--- src/design/miac_pkg.sv ---
// Shared types and character constants for the message insert argument counter.
`default_nettype none

package miac_pkg;

    localparam int CNT_BITS = 10;
    localparam int NUM_BITS = 7;
    localparam int CU_BITS  = 16;

    localparam logic [CNT_BITS-1:0] CNT_MAX = '1;

    localparam logic [CU_BITS-1:0] CH_PERCENT = 16'h0025;
    localparam logic [CU_BITS-1:0] CH_BANG    = 16'h0021;
    localparam logic [CU_BITS-1:0] CH_STAR    = 16'h002A;
    localparam logic [CU_BITS-1:0] CH_ZERO    = 16'h0030;
    localparam logic [CU_BITS-1:0] CH_NINE    = 16'h0039;
    localparam logic [3:0]         RADIX      = 4'd10;

    typedef enum logic [2:0] {
        PH_TEXT = 3'd0,
        PH_PCT  = 3'd1,
        PH_DIG1 = 3'd2,
        PH_DIG2 = 3'd3,
        PH_SPEC = 3'd4
    } phase_t;

    typedef enum logic [1:0] {
        TK_NONE,
        TK_INDEX,
        TK_NEXT,
        TK_STAR_CLOSE
    } take_t;

    typedef struct packed {
        take_t                take;
        logic [NUM_BITS-1:0]  number;
        logic                 finish;
    } count_cmd_t;

endpackage

`default_nettype wire

--- src/design/miac_ctrl.sv ---
// Scan phase tracking: decodes each code unit into a counter command.
`default_nettype none

module miac_ctrl
    import miac_pkg::*;
(
    input  wire logic               clk,
    input  wire logic               rst_n,
    input  wire logic               step_en,
    input  wire logic [CU_BITS-1:0] cu,
    input  wire logic               eot,
    output count_cmd_t              cmd
);

    phase_t              phase_reg, phase_next;
    logic [NUM_BITS-1:0] number_reg, number_next;
    logic                star_reg, star_next;

    logic                is_digit;
    logic [3:0]          digit;
    logic [10:0]         number_x10;
    phase_t              text_phase;
    take_t               close_take;

    assign is_digit   = (cu >= CH_ZERO) && (cu <= CH_NINE);
    assign digit      = 4'(cu - CH_ZERO);
    assign number_x10 = 11'(number_reg * RADIX) + 11'(digit);
    assign text_phase = (cu == CH_PERCENT) ? PH_PCT : PH_TEXT;
    // star-using inserts close by dropping one index and taking the next
    assign close_take = star_reg ? TK_STAR_CLOSE : TK_INDEX;

    // next state
    always_comb
    begin
        phase_next  = phase_reg;
        number_next = number_reg;
        star_next   = star_reg;
        if (eot)
        begin
            phase_next  = PH_TEXT;
            number_next = '0;
            star_next   = 1'b0;
        end
        else
        begin
            unique case (phase_reg)
                PH_PCT:
                begin
                    if (is_digit)
                    begin
                        number_next = NUM_BITS'(digit);
                        star_next   = 1'b0;
                        phase_next  = PH_DIG1;
                    end
                    else
                    begin
                        phase_next = text_phase;
                    end
                end
                PH_DIG1:
                begin
                    if (is_digit)
                    begin
                        number_next = number_x10[NUM_BITS-1:0];
                        phase_next  = PH_DIG2;
                    end
                    else if (cu == CH_BANG)
                        phase_next = PH_SPEC;
                    else
                        phase_next = text_phase;
                end
                PH_DIG2:
                begin
                    if (cu == CH_BANG)
                        phase_next = PH_SPEC;
                    else
                        phase_next = text_phase;
                end
                PH_SPEC:
                begin
                    if (cu == CH_BANG)
                        phase_next = PH_TEXT;
                    else if (cu == CH_STAR)
                        star_next = 1'b1;
                end
                default:
                begin
                    phase_next = text_phase;
                end
            endcase
        end
    end

    // outputs
    always_comb
    begin
        cmd.take   = TK_NONE;
        cmd.number = number_reg;
        cmd.finish = eot;
        if (eot)
        begin
            if (phase_reg == PH_DIG1 || phase_reg == PH_DIG2 || phase_reg == PH_SPEC)
                cmd.take = close_take;
        end
        else
        begin
            unique case (phase_reg)
                PH_DIG1:
                begin
                    if (!is_digit && cu != CH_BANG)
                        cmd.take = close_take;
                end
                PH_DIG2:
                begin
                    if (cu != CH_BANG)
                        cmd.take = close_take;
                end
                PH_SPEC:
                begin
                    if (cu == CH_BANG)
                        cmd.take = close_take;
                    else if (cu == CH_STAR)
                        cmd.take = star_reg ? TK_NEXT : TK_INDEX;
                end
                default:
                begin
                    cmd.take = TK_NONE;
                end
            endcase
        end
    end

    always_ff @(posedge clk or negedge rst_n)
    begin
        if (!rst_n)
        begin
            phase_reg  <= PH_TEXT;
            number_reg <= '0;
            star_reg   <= 1'b0;
        end
        else if (step_en)
        begin
            phase_reg  <= phase_next;
            number_reg <= number_next;
            star_reg   <= star_next;
        end
    end

endmodule

`default_nettype wire

--- src/design/miac_count.sv ---
// Argument counters: highest index and read count with saturation.
`default_nettype none

module miac_count
    import miac_pkg::*;
#(
    parameter int MAX_ARGS = 100
)
(
    input  wire logic                clk,
    input  wire logic                rst_n,
    input  wire logic                step_en,
    input  wire count_cmd_t          cmd,
    output logic [CNT_BITS-1:0]      args_read_next,
    output logic [CNT_BITS-1:0]      highest_next,
    output logic                     too_many_next
);

    logic [CNT_BITS-1:0] last_reg, last_next;
    logic [CNT_BITS-1:0] read_reg, read_next;

    logic [CNT_BITS-1:0] number_w;
    logic [CNT_BITS:0]   gap_sum;
    logic [CNT_BITS:0]   inc_sum;
    logic [CNT_BITS-1:0] read_gap;
    logic [CNT_BITS-1:0] read_inc;

    assign number_w = CNT_BITS'(cmd.number);
    assign gap_sum  = {1'b0, read_reg} + {1'b0, 10'(number_w - last_reg)};
    assign inc_sum  = {1'b0, read_reg} + (CNT_BITS+1)'(1);
    assign read_gap = gap_sum[CNT_BITS] ? CNT_MAX : gap_sum[CNT_BITS-1:0];
    assign read_inc = inc_sum[CNT_BITS] ? CNT_MAX : inc_sum[CNT_BITS-1:0];

    always_comb
    begin
        last_next = last_reg;
        read_next = read_reg;
        unique case (cmd.take)
            TK_INDEX:
            begin
                if (number_w > last_reg)
                begin
                    last_next = number_w;
                    read_next = read_gap;
                end
            end
            TK_NEXT:
            begin
                if (last_reg != CNT_MAX)
                begin
                    last_next = last_reg + CNT_BITS'(1);
                    read_next = read_inc;
                end
            end
            TK_STAR_CLOSE:
            begin
                // drop then take next: index unchanged unless the drop wraps below zero
                if (last_reg != '0)
                    read_next = read_inc;
                else
                    last_next = CNT_MAX;
            end
            default:
            begin
                last_next = last_reg;
            end
        endcase
    end

    assign args_read_next = read_next;
    assign highest_next   = last_next;
    assign too_many_next  = read_next > CNT_BITS'(MAX_ARGS);

    always_ff @(posedge clk or negedge rst_n)
    begin
        if (!rst_n)
        begin
            last_reg <= '0;
            read_reg <= '0;
        end
        else if (step_en)
        begin
            last_reg <= cmd.finish ? '0 : last_next;
            read_reg <= cmd.finish ? '0 : read_next;
        end
    end

endmodule

`default_nettype wire

--- src/design/message_insert_arg_counter_core.sv ---
// Top level: input register, scan control, counters and result register.
//
//  channel | handshake             | payload
//  --------+-----------------------+-------------------------------------------------
//  in      | in_valid / in_stall   | code_unit[15:0], end_of_text
//  out     | out_valid / out_stall | args_read[9:0], highest_index[9:0], too_many, finished
//
// One transfer in and one out per cycle sustained while out_stall is low; an input
// transfer reaches the result through the input register and then the result register.
// Reset clears all scan state; the terminating item also returns it to reset values.
// A stalled output holds the result register; the input register then fills and
// in_stall rises.
`default_nettype none

module message_insert_arg_counter_core
    import miac_pkg::*;
#(
    parameter int MAX_ARGS  = 100,
    parameter int CHAR_BITS = 16
)
(
    input  wire logic                clk,
    input  wire logic                rst_n,
    input  wire logic                in_valid,
    output logic                     in_stall,
    input  wire logic [CU_BITS-1:0]  code_unit,
    input  wire logic                end_of_text,
    output logic                     out_valid,
    input  wire logic                out_stall,
    output logic [CNT_BITS-1:0]      args_read,
    output logic [CNT_BITS-1:0]      highest_index,
    output logic                     too_many,
    output logic                     finished
);

    localparam logic [CU_BITS-1:0] CHAR_MASK = CU_BITS'((32'd1 << CHAR_BITS) - 32'd1);

    logic                in_valid_reg;
    logic [CU_BITS-1:0]  cu_reg;
    logic                eot_reg;

    logic                out_valid_reg;
    logic [CNT_BITS-1:0] args_read_reg;
    logic [CNT_BITS-1:0] highest_reg;
    logic                too_many_reg;
    logic                finished_reg;

    logic                res_ready;
    logic                step_en;
    logic                in_take;

    count_cmd_t          cmd;
    logic [CNT_BITS-1:0] args_read_next;
    logic [CNT_BITS-1:0] highest_next;
    logic                too_many_next;

    assign res_ready = !out_valid_reg || !out_stall;
    assign step_en   = in_valid_reg && res_ready;
    assign in_stall  = in_valid_reg && !res_ready;
    assign in_take   = in_valid && !in_stall;

    always_ff @(posedge clk or negedge rst_n)
    begin
        if (!rst_n)
            in_valid_reg <= 1'b0;
        else if (in_take)
            in_valid_reg <= 1'b1;
        else if (step_en)
            in_valid_reg <= 1'b0;
    end

    always_ff @(posedge clk)
    begin
        if (in_take)
        begin
            cu_reg  <= code_unit & CHAR_MASK;
            eot_reg <= end_of_text;
        end
    end

    miac_ctrl u_ctrl
    (
        .clk     (clk),
        .rst_n   (rst_n),
        .step_en (step_en),
        .cu      (cu_reg),
        .eot     (eot_reg),
        .cmd     (cmd)
    );

    miac_count #(
        .MAX_ARGS (MAX_ARGS)
    ) u_count
    (
        .clk            (clk),
        .rst_n          (rst_n),
        .step_en        (step_en),
        .cmd            (cmd),
        .args_read_next (args_read_next),
        .highest_next   (highest_next),
        .too_many_next  (too_many_next)
    );

    always_ff @(posedge clk or negedge rst_n)
    begin
        if (!rst_n)
            out_valid_reg <= 1'b0;
        else if (step_en)
            out_valid_reg <= 1'b1;
        else if (!out_stall)
            out_valid_reg <= 1'b0;
    end

    always_ff @(posedge clk)
    begin
        if (step_en)
        begin
            args_read_reg <= args_read_next;
            highest_reg   <= highest_next;
            too_many_reg  <= too_many_next;
            finished_reg  <= cmd.finish;
        end
    end

    assign out_valid     = out_valid_reg;
    assign args_read     = args_read_reg;
    assign highest_index = highest_reg;
    assign too_many      = too_many_reg;
    assign finished      = finished_reg;

endmodule

`default_nettype wire

--- config.mk ---
export PLATFORM = sky130hd
export DESIGN_NAME = message_insert_arg_counter_core
export DESIGN_NICKNAME = d
export VERILOG_FILES = /design/src/design/miac_pkg.sv /design/src/design/miac_ctrl.sv /design/src/design/miac_count.sv /design/src/design/message_insert_arg_counter_core.sv
export SDC_FILE = /design/constraint.sdc
export NUM_CORES = 1
export LEC_CHECK = 0
export BUFFER_PORTS_ARGS = -buffer_cell sky130_fd_sc_hd__buf_2
export CAP_MARGIN = 20
export CORE_MARGIN = 4
export CORE_UTILIZATION = 40
export CTS_CLUSTER_DIAMETER = 40
export CTS_CLUSTER_SIZE = 25
export DETAILED_ROUTE_END_ITERATION = 7
export SLEW_MARGIN = 20
export SYNTH_ARGS = -nofsm -noshare
export SYNTH_HDL_FRONTEND = slang
export SYNTH_SLANG_ARGS = --single-unit
--- constraint.sdc ---
create_clock -name clk -period 4.8 [get_ports clk]
set_input_delay 0.48 -clock clk [delete_from_list [all_inputs] [get_ports clk]]
set_output_delay 0.48 -clock clk [all_outputs]
set_load 0.005 [all_outputs]
==> results of run 1 <==
==> area by class of cell <==
type | count | share of cell area
Clock buffer | 10 | 0.0390
Clock inverter | 6 | 0.0115
Inverter | 36 | 0.0230
Multi-Input combinational cell | 434 | 0.493
Sequential cell | 72 | 0.341
Tap cell | 168 | 0.0358
Timing Repair Buffer | 59 | 0.0568
==> where the power goes <==
group | internal [mW] | total [mW] | switching [mW]
Combinational | 0.160 | 0.389 | 0.228
Clock | 0.404 | 0.677 | 0.272
Sequential | 0.691 | 0.719 | 0.0276
Total | 1.26 | 1.78 | 0.528
==> cells in the mapped netlist (7+ instances only) <==
cell	number
xor2_1	10
ha_1	27
edfxtp_1	39
and3_1	12
inv_1	35
a21oi_1	37
nor2_1	45
o31ai_1	7
clkbuf_1	18
a21o_1	13
o22ai_1	7
dfrtp_1	33
nand3_1	25
nor3_1	14
a22o_1	11
xnor2_1	11
o21ai_0	41
nand2_1	56
nand4_1	9
==> critical path: cells and delay by family, from the launching register on <==
kind	cells	cell delay (ps)
AO/OA/AOI/OAI	13	2320
adder cells (fa/ha/maj)	2	610
AND/OR/NAND/NOR	2	480
flip-flops	1	390
buffers and inverters	2	230
XOR/XNOR	1	200
==> per-layer routing <==
metal / share of wire / GRT usage / wire length [microns]
met1: 0.42 / 0.274 / 6380
met2: 0.48 / 0.354 / 7330
met3: 0.062 / 0.0407 / 937
met4: 0.036 / 0.0949 / 542
met5: 0 / 0 / 0
==> through the flow <==
| stage | instances | setup TNS [ps] | setup slack (ps) |
|---|---|---|---|
| final | 785 | 0 | 301 |
| after global routing | 785 | -1.26 | -1.26 |
| after CTS | 785 | 0 | 101 |
| after detailed placement | 769 | 0 | 113 |
| after global placement | 769 | 0 | 165 |
| after floorplan | 561 | 0 | 267 |
==> cell families (layout without fill, tap and decap cells) <==
logic type / Yosys count / count (layout) / share of synthesized area
DFF: 72 / 72 / 0.394
AOI/OAI and AO/OA: 167 / 167 / 0.228
and+or+nand+nor: 212 / 212 / 0.212
buffers and inverters: 55 / 111 / 0.0410
xor gates and xnor gates: 21 / 21 / 0.0363
adders and majority gates: 31 / 31 / 0.0825
muxes: 3 / 3 / 0.00593
==> worst max-delay path by stage <==
stage          endpoint  slack, ps
2_1_floorplan  too_many        270
6_report       too_many        300
5_1_grt        too_many         -1
3_5_place_dp   too_many        110
4_1_cts        too_many        100
3_3_place_gp   too_many        170
==> what timing repair did <==
action	CTS	global route
resized for setup	0	7
hold buffers	0	0
endpoints found under the hold margin	0	0
endpoints found under the setup margin	0	2
==> summary.md, run 1 <==
| Metric | Value |
|---|---|
| Worst IR Drop VDD | between 0.2 and 0.25 mV |
| Overall Global Routing Usage | 0.214 |
| Clk slew on worst S/H paths | ~60 ps |
| Die height | between 100 and 150 microns |
| Yosys warning total | 0 |
| First-pass GRT wire length | between 20000 and 25000 microns |
| Max Buffers Root-to-Sink | 2 |
| Core area | 12200 sq um |
| CTS tree | built |
| Routability Congestion | approximately 0.96 |
| Post-DP HPWL | between 10000 and 15000 microns |
| Endpoints failing setup | 0 |
| FF+latch area | 2000 sq um |
| Final Skew | slightly above 10 ps |
| Post-route cell area | 5860 sq um |
| Initial DRC count | between 300 and 400 |
| Root Driver | clkbuf_16 |
| Hold Path Class | input port to async pin |
| WL final | ~15000 microns |
| Ant diodes | 0 |
| Worst EP required | ~4900 ps |
| Detail Route Antenna Nets | 0 |
| Worst rel slew slack | 0.374 |
| Final min period | approximately 4500 ps |
| Power per standard cell area | 304 nW/um^2 |
| Max Slew Vio Count | 0 |
| Routed len/inst | ~19 microns |
| Reg-to-reg slack, setup | 300 ps |
| DRT Pass-1 Iters | 6 |
| CP peak stage delay | 410 ps |
| Leakage power | approximately 2.5 nW |
| Top achievable clock speed | 0.222 GHz |
| Crit path cell chain | inv_1 -> ha_1 -> a21o_1 -> a21o_1 -> a21oi_1 -> o21ai_0 -> a21o_1 -> a21o_1 -> xnor2_1 -> ha_1 -> a2111oi_4 -> o21ai_1 -> a21oi_1 -> buf_4 -> nand3b_1 -> o21ai_0 -> o211ai_2 -> o41ai_2 -> a311oi_1 -> or4_1 |
| Die width | about 120 microns |
| Clk sinks | 72 |
| Layout cell share with drive strength beyond 1 | 0.165 |
| Post-synth top area cell | edfxtp_1 |
| Main synth FF type | edfxtp_1 |
| Max Cap Viol | 0 |
| Site row count | 40 |
| WHS | around 240 ps |
| Finished Core Util | 0.480 |
| Commonest non-fill, non-tap cell in the layout | nand2_1 |
| Leading cell types in the layout, fill and taps excluded | 56 x nand2_1, 45 x nor2_1, 44 x buf_2 |
| FILL cells | around 1200 |
| Cell variety after synth | between 60 and 70 |
| Layout Nets | around 660 |
| Post-synthesis async set-or-reset flop share | 0.458 |
| Clk Latency, worst-skew pair | 340 ps |
| Worst R2R Start | u_count.last_reg[1] |
| Cell area after synthesis | around 5000 sq um |
| Critical R2R Capture | too_many |
| Crit-path max FO | 7 |
| Number of H-tree levels | 3 |
| Multi-input logic area | between 2000 and 3000 sq um |
| Clock buffer count from CTS | 9 |
| Cells after synthesis | roughly 560 |
| Worst reg2reg path depth | 20 |
| Top post-synthesis cells by area | edfxtp_1 23%, dfrtp_1 16%, ha_1 6.7%, nand2_1 4.2%, o21ai_0 4.1% |
| Final-report hold violation count | 0 |
| Worst setup path startpoint | u_count.last_reg[1] |
| Slowest-stage cell, CP | or4_1 |
| Vias | 4594 |
| Post-CTS setup buffers | 0 |
| Power consumption | between 1.5 and 2 mW |
| Area delta synth->final | 15.8% |
| Number of synthesized flops with an enable pin | 39 |
| Max FFs per register | 16 |
| Nature of the critical path startpoint | flop |
| DR DRC count | 0 |
| Setup crit end kind | flop |
| Outcome | finished clean |
| IO Pins | 45 |
| Yosys reg bits | 72 |
| Largest net degree at the start of global routing | 34 |
| Syn_nets | a little over 600 |
| Gr ovfl total | 0 |
| Final worst-path cycle share | 0.937 |
| Post-DP Area | 5540 sq um |
| Synth top area share | 0.231 |
| Syn avg cell area | 9.03 sq um |
| Sequential share of the synthesized area | 0.394 |
| I/O Buffers | 44 |
| Arr. time, crit path | approximately 4600 ps |
| Critical Setup Path Class | flop to flop |
| Initial Util | 0.415 |
| Die footprint | roughly 15000 sq um |
| Antenna violations before repair | 0 |
| Worst Tran Pin Value | 935 ps |
| Via density | just under 6 |
| Most common cell on crit path | a21o_1 |
| Vias in the first global route | roughly 4600 |
Note: power is estimated with default switching activity, not from simulation.
==> run 2: changes to the inputs <==
ABC_AREA = 1   (was unset)
==> summary.md, run 2 <==
| Metric | Value |
|---|---|
| Outcome | finished clean |
| Layout Cells excl Fill | 937 (+19%) |
| Commonest non-fill, non-tap cell in the layout | nand2_1 |
| Setup_tns | 0 ps (unchanged) |
| Max Buffers Root-to-Sink | 2 (unchanged) |
| Hold_buf cts | 0 (unchanged) |
| Setup crit end kind | flop |
| Final-report hold violation count | 0 (unchanged) |
| Critical Setup Path Class | flop to flop |
| Cell variety after synth | 50 (-28%) |
| Top achievable clock speed | 0.249 GHz (+12%) |
| I/O Buffers | 44 (unchanged) |
| Initial DRC count | 510 (+34%) |
| Number of H-tree levels | 3 (unchanged) |
| Routability Congestion | 0.942 (-1.5%) |
| Via density | 5.46 (-6.6%) |
| Pint | 1.31 mW (+4.1%) |
| DR DRC count | 0 (unchanged) |
| Max Slew Vio Count | 0 (unchanged) |
| Reg-to-reg slack, setup | 780 ps (+480 ps) |
| Post-DP Area | 5820 sq um (+5.1%) |
| Layout Nets | 808 (+22%) |
| CTS tree | built |
| Detail Route Antenna Nets | 0 (unchanged) |
| Die footprint | 15600 sq um (+7.6%) |
| Antenna violations before repair | 0 (unchanged) |
| Site row count | 42 (+5.0%) |
| Die width | 125 microns (+3.7%) |
| Initial Util | 0.410 (-0.00456) |
| Power consumption | 2.01 mW (+13%) |
| Final worst-path cycle share | 0.838 (-0.0993) |
| Crit-path max FO | 8 (+1) |
| Largest net degree at the start of global routing | 34 (unchanged) |
| Number of synthesized flops with an enable pin | 39 (unchanged) |
| Synth top area share | 0.214 (-0.0173) |
| Clk slew on worst S/H paths | 60 ps (about the same) |
| First-pass GRT wire length | 25200 microns (+4.5%) |
| Root Driver | clkbuf_16 |
| Slowest-stage cell, CP | dfrtp_1 |
| Main synth FF type | edfxtp_1 |
| Gr ovfl total | 0 (unchanged) |
| CP Buf/Inv Count | 1 (-1) |
| WHS | 275 ps (+30.5 ps) |
| Place WS | 844 ps (+731 ps) |
| NetSw | 0.704 mW (+33%) |
| Vias in the first global route | 5012 (+9.1%) |
| Worst rel slew slack | 0.394 (+0.0195) |
| Routed len/inst | 16.5 microns (-15%) |
| CP top delay family | simple AND/OR/NAND/NOR gates |
| Endpoints failing setup | 0 (unchanged) |
| CTS resizes | 0 (unchanged) |
| RSZ-0062 raised after global routing | false |
| Leading cell types in the layout, fill and taps excluded | 163 x nand2_1, 85 x inv_1, 69 x nor2_1 |
| Core area | 13300 sq um (+9.3%) |
| Cell area after synthesis | 5480 sq um (+8.1%) |
| Post-route cell area | 6110 sq um (+4.3%) |
| Yosys warning total | 0 (unchanged) |
| Clk pwr share | 0.337 (-0.042) |
| Top-count cell post-synth | nand2_1 |
| Cells after synthesis | 717 (+28%) |
| Syn_nets | 769 (+25%) |
| Syn avg cell area | 7.64 sq um (-15%) |
| Final Skew | 5.83 ps (-4.53 ps) |
| Worst Tran Pin Value | 909 ps (-25.8 ps) |
| Post-DP HPWL | 11500 microns (+0.69%) |
| Vias | 5119 (+11%) |
| Post-CTS setup buffers | 0 (unchanged) |
| Crit path cell chain | inv_1 -> ha_1 -> nand2_1 -> o21ai_0 -> nand3_1 -> nand2_1 -> a21oi_1 -> o21ai_0 -> nand3_1 -> xor2_1 -> ha_1 -> a21o_1 -> nor2_1 -> nand3_1 -> nor2_4 -> nand3_1 -> nand3_1 -> o211ai_1 -> nor2_2 -> nand2_1 -> nor2_1 -> nand2_1 |
| Synth top cells by count | 163 x nand2_1, 85 x inv_1, 70 x nor2_1, 57 x nand3_1 |
| Placed insts | 921 (+20%) |
| Area delta synth->final | 11.7% |
| Power per standard cell area | 329 nW/um^2 (+8.1%) |
| Yosys reg bits | 72 (unchanged) |
| Nature of the critical path startpoint | flop |
| Top post-synthesis cells by area | edfxtp_1 21%, dfrtp_1 15%, nand2_1 11%, ha_1 6.2%, inv_1 5.8% |
| Reg power frac | 0.364 (-0.039) |
| WL final | 15500 microns (+1.9%) |
| CP peak stage delay | 470 ps (+60 ps) |
| DRT Pass-1 Iters | 6 (unchanged) |
| Leakage power | 2.88 nW (+17%) |
| Worst IR Drop VDD | 0.213 mV (-6.9%) |
| Die height | 125 microns (+3.7%) |
| Ant diodes | 0 (unchanged) |
| Clock buffer count from CTS | 9 (unchanged) |
| Post-synth top area cell | edfxtp_1 |
| Final min period | 4020 ps (-477 ps) |
| Clk Latency, worst-skew pair | 340 ps (about the same) |
| Max FFs per register | 16 (unchanged) |
| Post-synthesis async set-or-reset flop share | 0.458 (unchanged) |
| Final setup margin | 778 ps (+477 ps) |
| IO Pins | 45 (unchanged) |
| Worst EP required | 4890 ps (about the same) |
| Layout cell share with drive strength beyond 1 | 0.143 (-0.0221) |
| Overall Global Routing Usage | 0.200 (-0.0144) |
| Sequential share of the synthesized area | 0.365 (-0.0296) |
| Clk sinks | 72 (unchanged) |
| Most common cell on crit path | nand3_1 |
| Arr. time, crit path | 4110 ps (-470 ps) |
| Max Cap Viol | 0 (unchanged) |
| Hold Path Class | input port to async pin |
| Finished Core Util | 0.458 (-0.0221) |
| Sw frac | 0.350 (+0.0539) |
| Combinational Power Share | 0.299 (+0.081) |
run 2: path summary, 6_finish.rpt:
kind                            cells after the start             endpoint                start
worst max-delay path                               22             too_many  u_count.last_reg[2]
worst min-delay path                                1  u_count.read_reg[9]                rst_n
worst max register to register                     22             too_many  u_count.last_reg[2]
worst min register to register                      2            out_valid         in_valid_reg
max in group asynchronous                           1  u_count.last_reg[5]                rst_n
min in group clk                                    1            cu_reg[9]         code_unit[9]
run 2: layer usage:
| layer | track usage | share of wire | vias up |
|---|---|---|---|
| met2 | 0.349 | 0.49 | 210 |
| met3 | 0.0371 | 0.073 | 41 |
| met1 | 0.243 | 0.40 | 2380 |
| li1 | - | - | 2488 |
| met4 | 0.0829 | 0.032 | 0 |
| met5 | 0 | 0 | - |
run 2: area by class of cell:
class | instances | area (sq um)
Clock buffer | 10 | 229
Inverter | 97 | 369
Tap cell | 176 | 220
Sequential cell | 72 | 2000
Clock inverter | 6 | 67.6
Timing Repair Buffer | 46 | 235
Multi-Input combinational cell | 530 | 3000
Fill cell | 1335 | 7230
run 2: logic make-up (layout without fill, tap and decap cells):
group | after synthesis | count (layout) | synth area share
DFF | 72 | 72 | 0.365
AOI/OAI and AO/OA | 113 | 113 | 0.119
xor gates and xnor gates | 24 | 24 | 0.0384
adders and majority gates | 31 | 31 | 0.0763
and+or+nand+nor | 362 | 362 | 0.312
buffers and inverters | 115 | 159 | 0.0893
run 2: power groups by stage:
stage,clock network [mW],registers (mW),logic [mW]
2_1_floorplan,0,0.737,0.433
3_3_place_gp,0,0.742,0.591
3_5_place_dp,0,0.744,0.599
4_1_cts,0.692,0.732,0.601
5_1_grt,0.720,0.737,0.670
6_report,0.678,0.731,0.602
==> run 3: changes to the inputs <==
clock period = 3.6 ns   (was 4.8 ns; I/O delays follow)
==> summary.md, run 3 (synthesis gave the netlist of run 2 again) <==
| Metric | Value |
|---|---|
| Outcome | finished clean |
| IO Pins | 45 (unchanged) |
| Pint | 1.84 mW (+41%) |
| Power per standard cell area | 434 nW/um^2 (+32%) |
| Crit-path max FO | 6 (-2) |
| Largest net degree at the start of global routing | 41 (+21%) |
| CP peak stage delay | 390 ps (-80 ps) |
| I/O Buffers | 44 (unchanged) |
| Gr ovfl total | 0 (unchanged) |
| Area delta synth->final | 20.1% |
| Vias in the first global route | 4942 (-1.4%) |
| FILL cells | 1338 (+0.22%) |
| Root Driver | clkbuf_16 |
| Max Slew Vio Count | 0 (unchanged) |
| Sw frac | 0.354 (+0.00405) |
| NetSw | 1.01 mW (+43%) |
| Initial DRC count | 567 (+11%) |
| Layout cell share with drive strength beyond 1 | 0.224 (+0.0811) |
| Number of H-tree levels | 3 (unchanged) |
| Setup crit end kind | flop |
| Hold Path Class | input port to async pin |
| First-pass GRT wire length | 25400 microns (+0.74%) |
| Leakage power | 3.08 nW (+7.2%) |
| Max Cap Viol | 0 (unchanged) |
| Antenna violations before repair | 0 (unchanged) |
| Die footprint | 15600 sq um (unchanged) |
| Final min period | 3470 ps (-547 ps) |
| Worst IR Drop VDD | 0.481 mV (+130%) |
| Routed len/inst | 16.6 microns (+0.29%) |
| Core area | 13300 sq um (unchanged) |
| Clk slew on worst S/H paths | 60 ps (about the same) |
| Routability Congestion | 0.951 (+1.0%) |
| Clk Latency, worst-skew pair | 340 ps (about the same) |
| CTS tree | built |
| Overall Global Routing Usage | 0.202 (+0.00245) |
| Worst Tran Pin Value | 883 ps (-26.4 ps) |
| Via density | 5.36 (-1.9%) |
| Critical Setup Path Class | flop to flop |
| Max Buffers Root-to-Sink | 2 (unchanged) |
| Clk sinks | 72 (unchanged) |
| Detail Route Antenna Nets | 0 (unchanged) |
| Hold_buf cts | 0 (unchanged) |
| Reg power frac | 0.340 (-0.024) |
| DRT Pass-1 Iters | 5 (-1) |
| Vias | 5222 (+2.0%) |
| Arr. time, crit path | 3750 ps (-360 ps) |
| Ant diodes | 0 (unchanged) |
| Combinational Power Share | 0.370 (+0.071) |
| Commonest non-fill, non-tap cell in the layout | nand2_1 |
| Layout Nets | 845 (+4.6%) |
| Worst rel slew slack | 0.411 (+0.0176) |
| RSZ-0062 raised after global routing | true |
| Final Skew | 8.25 ps (+2.42 ps) |
| Leading cell types in the layout, fill and taps excluded | 157 x nand2_1, 81 x inv_1, 66 x nor2_1 |
| Site row count | 42 (unchanged) |
| Clock buffer count from CTS | 9 (unchanged) |
| Endpoints failing setup | 0 (unchanged) |
| Die width | 125 microns (unchanged) |
| Post-DP HPWL | 11900 microns (+3.4%) |
| Die height | 125 microns (unchanged) |
| Worst EP required | 3870 ps (-1020 ps) |
| Final worst-path cycle share | 0.965 (+0.127) |
| Final-report hold violation count | 0 (unchanged) |
| DR DRC count | 0 (unchanged) |
| Nature of the critical path startpoint | flop |
| WL final | 16100 microns (+4.3%) |
| Slowest-stage cell, CP | dfrtp_1 |
| Post-DP Area | 6020 sq um (+3.5%) |
| Post-route cell area | 6570 sq um (+7.5%) |
| Max FFs per register | 16 (unchanged) |
| Setup_tns | 0 ps (unchanged) |
| Initial Util | 0.410 (unchanged) |
| Top achievable clock speed | 0.288 GHz (+16%) |
| Clk pwr share | 0.290 (-0.047) |
## run 3: changes by cell type in the layout (fill, tap and decap cells not counted), sizes merged
cell / delta
clkbuf: +1
clkinv: +1
inv: -1
buf: +37
bufinv: -1
## run 3: layout make-up
class / instances / area [sq um] / share of cell area
clock buffer: 11 / 243 / 0.0369
clock inverter: 5 / 32.5 / 0.00495
inverter: 97 / 369 / 0.0561
multi-input combinational: 530 / 3180 / 0.484
sequential: 72 / 2000 / 0.304
tap: 176 / 220 / 0.0335
timing repair buffer: 83 / 529 / 0.0805
## run 3: path summary, 6_finish.rpt
| path | startpoint | to | slack, ps | depth (start not counted) |
|---|---|---|---|---|
| max | u_count.last_reg[2] | u_count.read_reg[4] | 130 | 25 |
| min | rst_n | u_count.read_reg[4] | 140 | 1 |
| max reg2reg | u_count.last_reg[2] | u_count.read_reg[4] | 130 | 25 |
| min reg2reg | in_valid_reg | out_valid | 500 | 2 |
| max in group asynchronous | rst_n | u_count.last_reg[5] | 2850 | 1 |
| min in group clk | code_unit[11] | cu_reg[11] | 190 | 1 |
## run 3: power groups by stage
stage	clock network (mW)	registers, mW	logic (mW)
2_1_floorplan	0	0.982	0.578
3_3_place_gp	0	0.978	0.835
3_5_place_dp	0	0.979	0.846
4_1_cts	0.843	0.964	0.884
5_1_grt	0.893	0.975	1.17
6_report	0.829	0.969	1.06
## run 3: per-stage QoR
step / setup slack [ps] / total power [mW] / std cells / utilization / hold WS, ps
finish: 125 / 2.85 / 974 / 0.493 / 141
global route: -163 / 3.04 / 974 / 0.493 / 176
CTS: 11.2 / 2.69 / 965 / 0.473 / 164
detailed placement: -74.0 / 1.83 / 948 / 0.451 / 484
global placement: 37.5 / 1.81 / 948 / 0.451 / 483
floorplan: 65.5 / 1.56 / 717 / - / 64.4
## run 3: critical path, delay by kind of cell, from the launching register on
family / cells / cell delay [ps]
xor gates and xnor gates: 1 / 130
buffers and inverters: 6 / 720
AOI/OAI and AO/OA: 6 / 680
adders and majority gates: 2 / 580
and+or+nand+nor: 10 / 890
DFF: 1 / 390
## run 3: per-layer routing
metal | GRT usage | vias to the layer above | share of wire
met5 | 0 | - | 0
li1 | - | 2561 | -
met3 | 0.0495 | 41 | 0.059
met2 | 0.340 | 190 | 0.49
met4 | 0.0874 | 0 | 0.041
met1 | 0.248 | 2430 | 0.41
## run 3: repair_timing
action                     in CTS  in global routing
setup endpoints to repair       2                 21
pin swaps                       1                 21
gates resized for setup         1                 45
buffers inserted                1                  9
